$ cat config.mk
export PLATFORM = sky130hd
export DESIGN_NAME = pid_stp_qmul
export DESIGN_NICKNAME = d
export VERILOG_FILES = /design/src/rtl/pid_stp_pkg.sv /design/src/rtl/pid_stp_qmul.sv
export SDC_FILE = /design/constraint.sdc
export NUM_CORES = 2
export LEC_CHECK = 0
export ABC_CLOCK_PERIOD_IN_PS = 10300
export BUFFER_PORTS_ARGS = -buffer_cell sky130_fd_sc_hd__buf_2
export CORE_MARGIN = 2
export CORE_UTILIZATION = 47
export CTS_CLUSTER_DIAMETER = 50
export DETAILED_ROUTE_END_ITERATION = 10
export MAX_ROUTING_LAYER = met4
export PLACE_DENSITY = 0.73
export SLEW_MARGIN = 20
export SYNTH_ARGS = -nofsm -noshare
export SYNTH_HDL_FRONTEND = slang
export SYNTH_SLANG_ARGS = --single-unit
$ cat constraint.sdc
create_clock -name clk -period 10.3 [get_ports clk]
set_clock_uncertainty 0.1 [all_clocks]
set_input_delay 2.06 -clock clk [delete_from_list [all_inputs] [get_ports clk]]
set_output_delay 2.06 -clock clk [all_outputs]
set_load 0.05 [all_outputs]
$ cat src/rtl/pid_stp_pkg.sv
// Package for the PID controller step unit: Q16.16 types, register indexes
// and the saturating arithmetic helpers shared by the RTL files.
// No dependencies.
package pid_stp_pkg;

  typedef logic signed [31:0] q16_t;
  typedef logic signed [63:0] qprod_t;

  localparam q16_t Q16_MAX    = 32'sh7FFF_FFFF;
  localparam q16_t Q16_MIN    = 32'sh8000_0000;
  // Speed-mode deadband of 10.0 in Q16.16.
  localparam q16_t DEADBAND_Q = 32'sd655360;
  localparam q16_t Q16_ZERO   = 32'sd0;

  typedef enum logic [2:0] {
    REG_KP_GAIN      = 3'd0,
    REG_KI_DT_GAIN   = 3'd1,
    REG_KD_DT_GAIN   = 3'd2,
    REG_INCR_MODE    = 3'd3,
    REG_DRIVE_LOW    = 3'd4,
    REG_DRIVE_HIGH   = 3'd5,
    REG_ACCUM_LOW    = 3'd6,
    REG_ACCUM_HIGH   = 3'd7
  } cfg_reg_t;

  typedef struct packed {
    logic hit;
    q16_t val;
  } clamp_res_t;

  // Saturate a 34-bit signed sum to 32 bits.
  function automatic q16_t sat34(input logic signed [33:0] x);
    q16_t r;
    if (x[33:31] == 3'b000 || x[33:31] == 3'b111) begin
      r = x[31:0];
    end else if (x[33]) begin
      r = Q16_MIN;
    end else begin
      r = Q16_MAX;
    end
    return r;
  endfunction

  function automatic q16_t sat_add(input q16_t a, input q16_t b);
    logic signed [33:0] s;
    s = 34'(a) + 34'(b);
    return sat34(s);
  endfunction

  function automatic q16_t sat_sub(input q16_t a, input q16_t b);
    logic signed [33:0] s;
    s = 34'(a) - 34'(b);
    return sat34(s);
  endfunction

  function automatic q16_t sat_add3(input q16_t a, input q16_t b, input q16_t c);
    logic signed [33:0] s;
    s = 34'(a) + 34'(b) + 34'(c);
    return sat34(s);
  endfunction

  // Product of two Q16.16 values, floored by 2^16 and saturated. The floored
  // quotient is bits 63:16; it fits 32 bits when bits 63:47 agree.
  function automatic q16_t qsat(input qprod_t p);
    q16_t r;
    if (p[63:47] == 17'h00000 || p[63:47] == 17'h1FFFF) begin
      r = p[47:16];
    end else if (p[63]) begin
      r = Q16_MIN;
    end else begin
      r = Q16_MAX;
    end
    return r;
  endfunction

  // Limit clamp; disabled when both limits are equal. The high limit is
  // tested first so that crossed limits behave predictably.
  function automatic clamp_res_t clamp_lim(input q16_t v, input q16_t lo, input q16_t hi);
    clamp_res_t r;
    r.hit = 1'b0;
    r.val = v;
    if (lo != hi) begin
      if (v > hi) begin
        r.hit = 1'b1;
        r.val = hi;
      end else if (v < lo) begin
        r.hit = 1'b1;
        r.val = lo;
      end
    end
    return r;
  endfunction

endpackage

$ cat src/rtl/pid_stp_qmul.sv
// Registered 32x32 signed multiplier used for the three PID gain products.
// Depends on pid_stp_pkg for the operand and product types.
module pid_stp_qmul (
  input  logic                clk,
  input  logic                en,
  input  pid_stp_pkg::q16_t   a,
  input  pid_stp_pkg::q16_t   b,
  output pid_stp_pkg::qprod_t prod_r
);
  import pid_stp_pkg::*;

  qprod_t prod_nxt;

  assign prod_nxt = qprod_t'(a) * qprod_t'(b);

  always_ff @(posedge clk) begin
    if (en) begin
      prod_r <= prod_nxt;
    end
  end

endmodule

After elaboration in Yosys (flattened, before gate mapping)
Cells that the tools add are included.
{"block": "op_classes", "multipliers": 1}
{"cell": "$mul A32 B32 Y64", "n": 1}
{"block": "totals", "wordCells": 2, "in_bits": 66, "out_inout_bits": 64, "regBits": 64}

Logic depth before layout (Yosys ltp)
{"block": "logic_depth", "word_depth": 1, "ltp_mapped": 28, "mapped_depth_nobuf": 26}

Worst setup path before layout
No wires, ideal clock.
{"block": "synth_path", "path_kind": "input to register", "startpoint": "input b[2]", "endpoint": "register prod_r[63], data pin", "path_slack_ns": 0.657, "cell_stages": 25, "n_path_buf": 2, "arrival_time_ns": 9.283, "required_time_ns": 9.940, "setup_time_ns": 0.260, "path_cell_list": "clkbuf_1 -> nand2_1 -> inv_1 -> fa_1 -> fa_1 -> fa_1 -> fa_1 -> inv_1 -> fa_1 -> inv_1 -> fa_1 -> inv_1 -> fa_1 -> inv_1 -> fa_1 -> ha_1 -> clkbuf_1 -> nand4_1 -> or3_1 -> o21ai_0 -> a211oi_2 -> o32ai_1 -> nor2_1 -> a31o_2 -> xnor2_1"}
{"block": "synth_between", "elab_chain_cells": 1}
{"item": "start: declaration", "line": "pid_stp_qmul.sv:7", "source": "input pid_stp_pkg::q16_t b,"}
{"item": "$mul A32 B32 Y64", "line": "pid_stp_qmul.sv:14", "source": "assign prod_nxt = qprod_t'(a) * qprod_t'(b);"}
{"item": "via prod_nxt[63]", "line": "pid_stp_qmul.sv:12", "source": "qprod_t prod_nxt;"}
{"item": "end signal: assignment", "line": "pid_stp_qmul.sv:18", "source": "prod_r <= prod_nxt;"}
{"item": "end: declaration", "line": "pid_stp_qmul.sv:8", "source": "output pid_stp_pkg::qprod_t prod_r"}
The timed path passes the listed nets, and every way through them passes these cells.
A chain may end at the register's enable or synchronous reset.

Final worst setup path
{"block": "layout_path", "startpoint": "input b[17]", "endpoint": "register prod_r[62], data pin"}
The elaborated chain is that of the path after synthesis.

==> results by stage <==
Clocking:
- The post-CTS clock slew at the launch and capture registers of the worst setup and hold paths is 60 ps.
- The maximum clock insertion buffer count is 2.
- In this run, CTS created clock tree buffers numbering 9.
- The number of sinks handled by clock tree synthesis is 64.
- The hold buffer count at cts is 0.
- The root buffer cell chosen for the clock tree is clkbuf_16.
- After clock tree synthesis, the setup repair step added 0 buffers.
- The TritonCTS clock tree is built.
- Once the clock tree was built, the resizer swapped 0 gates to a different size.
- The H-tree level count is 3.

Timing:
- The maximum frequency from static timing analysis is 101 MHz.
- Setup repair after global routing left no endpoint under its margin.
- Setup violations remaining at the end of the flow were counted as 0.
- The number of max-slew violations in the final report was 0.
- For the pin with the worst max-slew slack, the measured transition is 898 ps.
- Headroom to the max-slew limit came out at 0.402.
- After routing, the total negative slack on setup checks comes to 0 ps.
- The final period utilization is 0.961.
- The clock period could shrink to between 9000 and 10,000 ps.
- The final count of hold timing violations is 0.

Yosys:
- In this run the mean area of a mapped cell was between 9 and 10 µm².
- The primary flip-flop cell chosen by synthesis mapping is edfxtp_1.
- In this run, synthesis inferred 64 flip-flops with an integrated enable.
- For this run, the register share of the synthesized area comes to 0.0502.
- The total of warnings raised by yosys is 0.
- The post-synthesis instance total is 3,949.
- Of all flip-flops after synthesis, the portion carrying an async set or reset was 0.
- When the netlist entered floorplanning its net count stood at 5,281.
- The number of distinct library cells after synthesis is 70.
- The synthesized design contains 64 register bits.
- The cell area that synthesis handed to floorplanning was 38,300 µm².

Global routing:
- Summed over all layers, the global routing overflow is 0.
- The first-pass GRT wire length is around 160,000 µm.
- Across every metal layer, demand over resource in global routing totals 0.255.
- Entering global routing, the biggest net connects 65 pins.
- The via count of the first global-routing pass is around 30,000.
- The initial antenna violation count came to 5.

Route:
- For this run, design rule violations remaining after detail routing come to 0.
- The violation count after the first detailed-routing iteration is about 1,600.
- In the final routed layout, each cell accounts on average for 19.7 µm.
- Using the TritonRoute via totals, the vias-per-cell ratio works out to 5.31.
- The routed design has 98,600 µm of wire.
- The first detailed-routing pass took 5 iterations.
- For this block, the via count after detailed routing is 26,600.
- The detail route stage leaves a number of antenna-violating nets equal to 0.

Cells and area:
- More flip-flops sit in one register than any other, and that register is prod_r.
- After the last flow step, the layout net total stands at 5,268.
- The signed area change from the synthesized netlist to the final layout is 5.15%.
- The number of flip-flops in the largest register is 64.
- The count of filler cells inserted in the layout is approximately 7,300.
- In the final layout, the registers with the most flip-flops are prod_r: 64 flops.
- The fraction of final layout cells with drive strength greater than 1 is 0.0617.

Placed design:
- The placer's final routability congestion estimate is 0.926.
- In this run the tool buffered the top-level ports with 129 buffer cells.
- After legalization and detailed placement, the total HPWL measured about 84,000 µm.

Floorplanning:
- The die is 289 µm wide.
- The floorplan step defined a die boundary enclosing ~84,000 µm².
- The floorplan has 104 rows.
- The count of pins on the block boundary is 130.
- The effective utilization at floorplan is 0.475.
- In this run the standard cell core region covers 80,500 µm².
- The height of the die is slightly below 300 µm.

Setup path:
- In this run the worst path has a maximum fanout of 22.
- The kind of critical path is in2reg.
- The data arrival time of the critical path is between 9000 and 10,000 ps.
- The type of origin of the critical path is a primary input.
- STA classifies the critical path endpoint as a flip-flop.
- STA puts the critical path data required time at 10,290 ps.

Worst hold path:
- The min-delay analysis places its worst path in the category in2reg.
- Counting instances, the worst hold path has a depth of 2.
- The hold path endpoint is prod_r[15].
- In this run the most critical hold path is launched from en.

Flow run:
- The total of max-cap violations is 0.

Outcome:
- The flow ran to the end, and the final reports show no timing, DRC or antenna violations.
[worst max-delay path, cell delays in order]
cell,delay [ps]
buf_2,450
buf_4,280
nand2_1,90
fa_1,540
fa_1,550
inv_1,60
fa_1,490
fa_1,610
fa_1,450
fa_1,460
fa_1,540
inv_1,60
fa_1,480
inv_1,40
ha_1,350
a21oi_1,330
o21ai_1,160
or2_1,260
nand4b_1,340
a211oi_2,470
o21ai_2,140
a31o_2,260
a221oi_2,290
xnor2_1,90
[layer usage]
layer  vias up  global-route usage  wire length, µm
met2       960               0.443            52500
met1     14000               0.287            34700
met3       324              0.0276             4820
li1      11300                   -                -
met5         -                   -                0
met4         0               0.141             6660
[stage by stage]
step | worst slack [ps] | hold WS, ps | util | instance area [µm²] | instances
4_1_cts | 598 | 2360 | 0.500 | 40200 | 5001
2_1_floorplan | 657 | 2070 | - | 38300 | 3949
3_3_place_gp | 347 | 2500 | 0.495 | 39900 | 4985
6_report | 406 | 2320 | 0.500 | 40200 | 5005
3_5_place_dp | 223 | 2500 | 0.495 | 39900 | 4985
5_1_grt | 174 | 2380 | 0.500 | 40200 | 5004
[Yosys cell counts, drive strengths merged (7+ instances only)]
cell | number | area (µm²)
nand2 | 526 | 1990
nor3 | 7 | 35.0
and3 | 11 | 71.3
a211oi | 7 | 85.1
a21o | 33 | 248
xnor2 | 52 | 455
a21oi | 68 | 359
edfxtp | 64 | 1920
nand3 | 18 | 103
buf | 13 | 68.8
nor2 | 61 | 229
xor2 | 22 | 193
inv | 949 | 3560
nand2b | 13 | 81.3
nor2b | 8 | 50.1
clkbuf | 201 | 756
o21ai | 42 | 229
and2 | 514 | 3220
nand4 | 11 | 68.8
fa | 1082 | 21700
ha | 184 | 2300
[worst max-delay path by stage]
stage | start | endpoint | slack, ps | cells after the start
finish | b[17] | prod_r[62] | 410 | 24
global route | b[8] | prod_r[63] | 170 | 22
CTS | b[17] | prod_r[62] | 600 | 24
detailed placement | b[17] | prod_r[62] | 220 | 24
global placement | b[17] | prod_r[62] | 350 | 24
floorplan | b[2] | prod_r[63] | 660 | 25
[layout by cell type, fill, tap and decap left out, drive strengths merged, types with 3 or more instances in the layout]
| master | Yosys | layout |
|---|---|---|
| nand2 | 526 | 526 |
| and2 | 514 | 514 |
| diode | 0 | 4 |
| a31oi | 6 | 6 |
| or3 | 3 | 3 |
| nor3 | 7 | 7 |
| clkbuf | 201 | 9 |
| o21bai | 6 | 6 |
| nand2b | 13 | 13 |
| a211oi | 7 | 7 |
| a21o | 33 | 33 |
| nand3 | 18 | 18 |
| ha | 184 | 184 |
| o211ai | 6 | 6 |
| and3 | 11 | 11 |
| xor2 | 22 | 22 |
| a211o | 5 | 5 |
| buf | 13 | 190 |
| inv | 949 | 950 |
| fa | 1082 | 1082 |
| edfxtp | 64 | 64 |
| a31o | 3 | 3 |
| o21a | 4 | 4 |
| a21oi | 68 | 68 |
| nand4 | 11 | 11 |
| xnor2 | 52 | 52 |
| bufinv | 0 | 3 |
| nor2 | 61 | 61 |
| o21ai | 42 | 42 |
| nor2b | 8 | 8 |
[layout make-up]
type                            count  area [µm²]  share of cell area
Multi-Input combinational cell   2722       32000               0.794
Inverter                          949        3560              0.0885
Sequential cell                    64        1920              0.0477
Tap cell                         1060        1330              0.0330
Timing Repair Buffer              190        1120              0.0277
Clock buffer                        9         225             0.00560
Clock inverter                      7         119             0.00295
Antenna cell                        4        10.0            0.000249
[logic make-up (layout without fill, tap and decap cells)]
kind of cell / Yosys count / in the layout / synth area share
fa+ha+maj: 1266 / 1266 / 0.626
simple gates: 1178 / 1178 / 0.154
buf+inv: 1163 / 1155 / 0.115
compound gates: 204 / 204 / 0.0378
xor+xnor: 74 / 74 / 0.0169
flops: 64 / 64 / 0.0502
other cells: 0 / 4 / 0
Power is not shown: default switching activity piles up to over one toggle a cycle in this logic, so the estimate is an artifact.
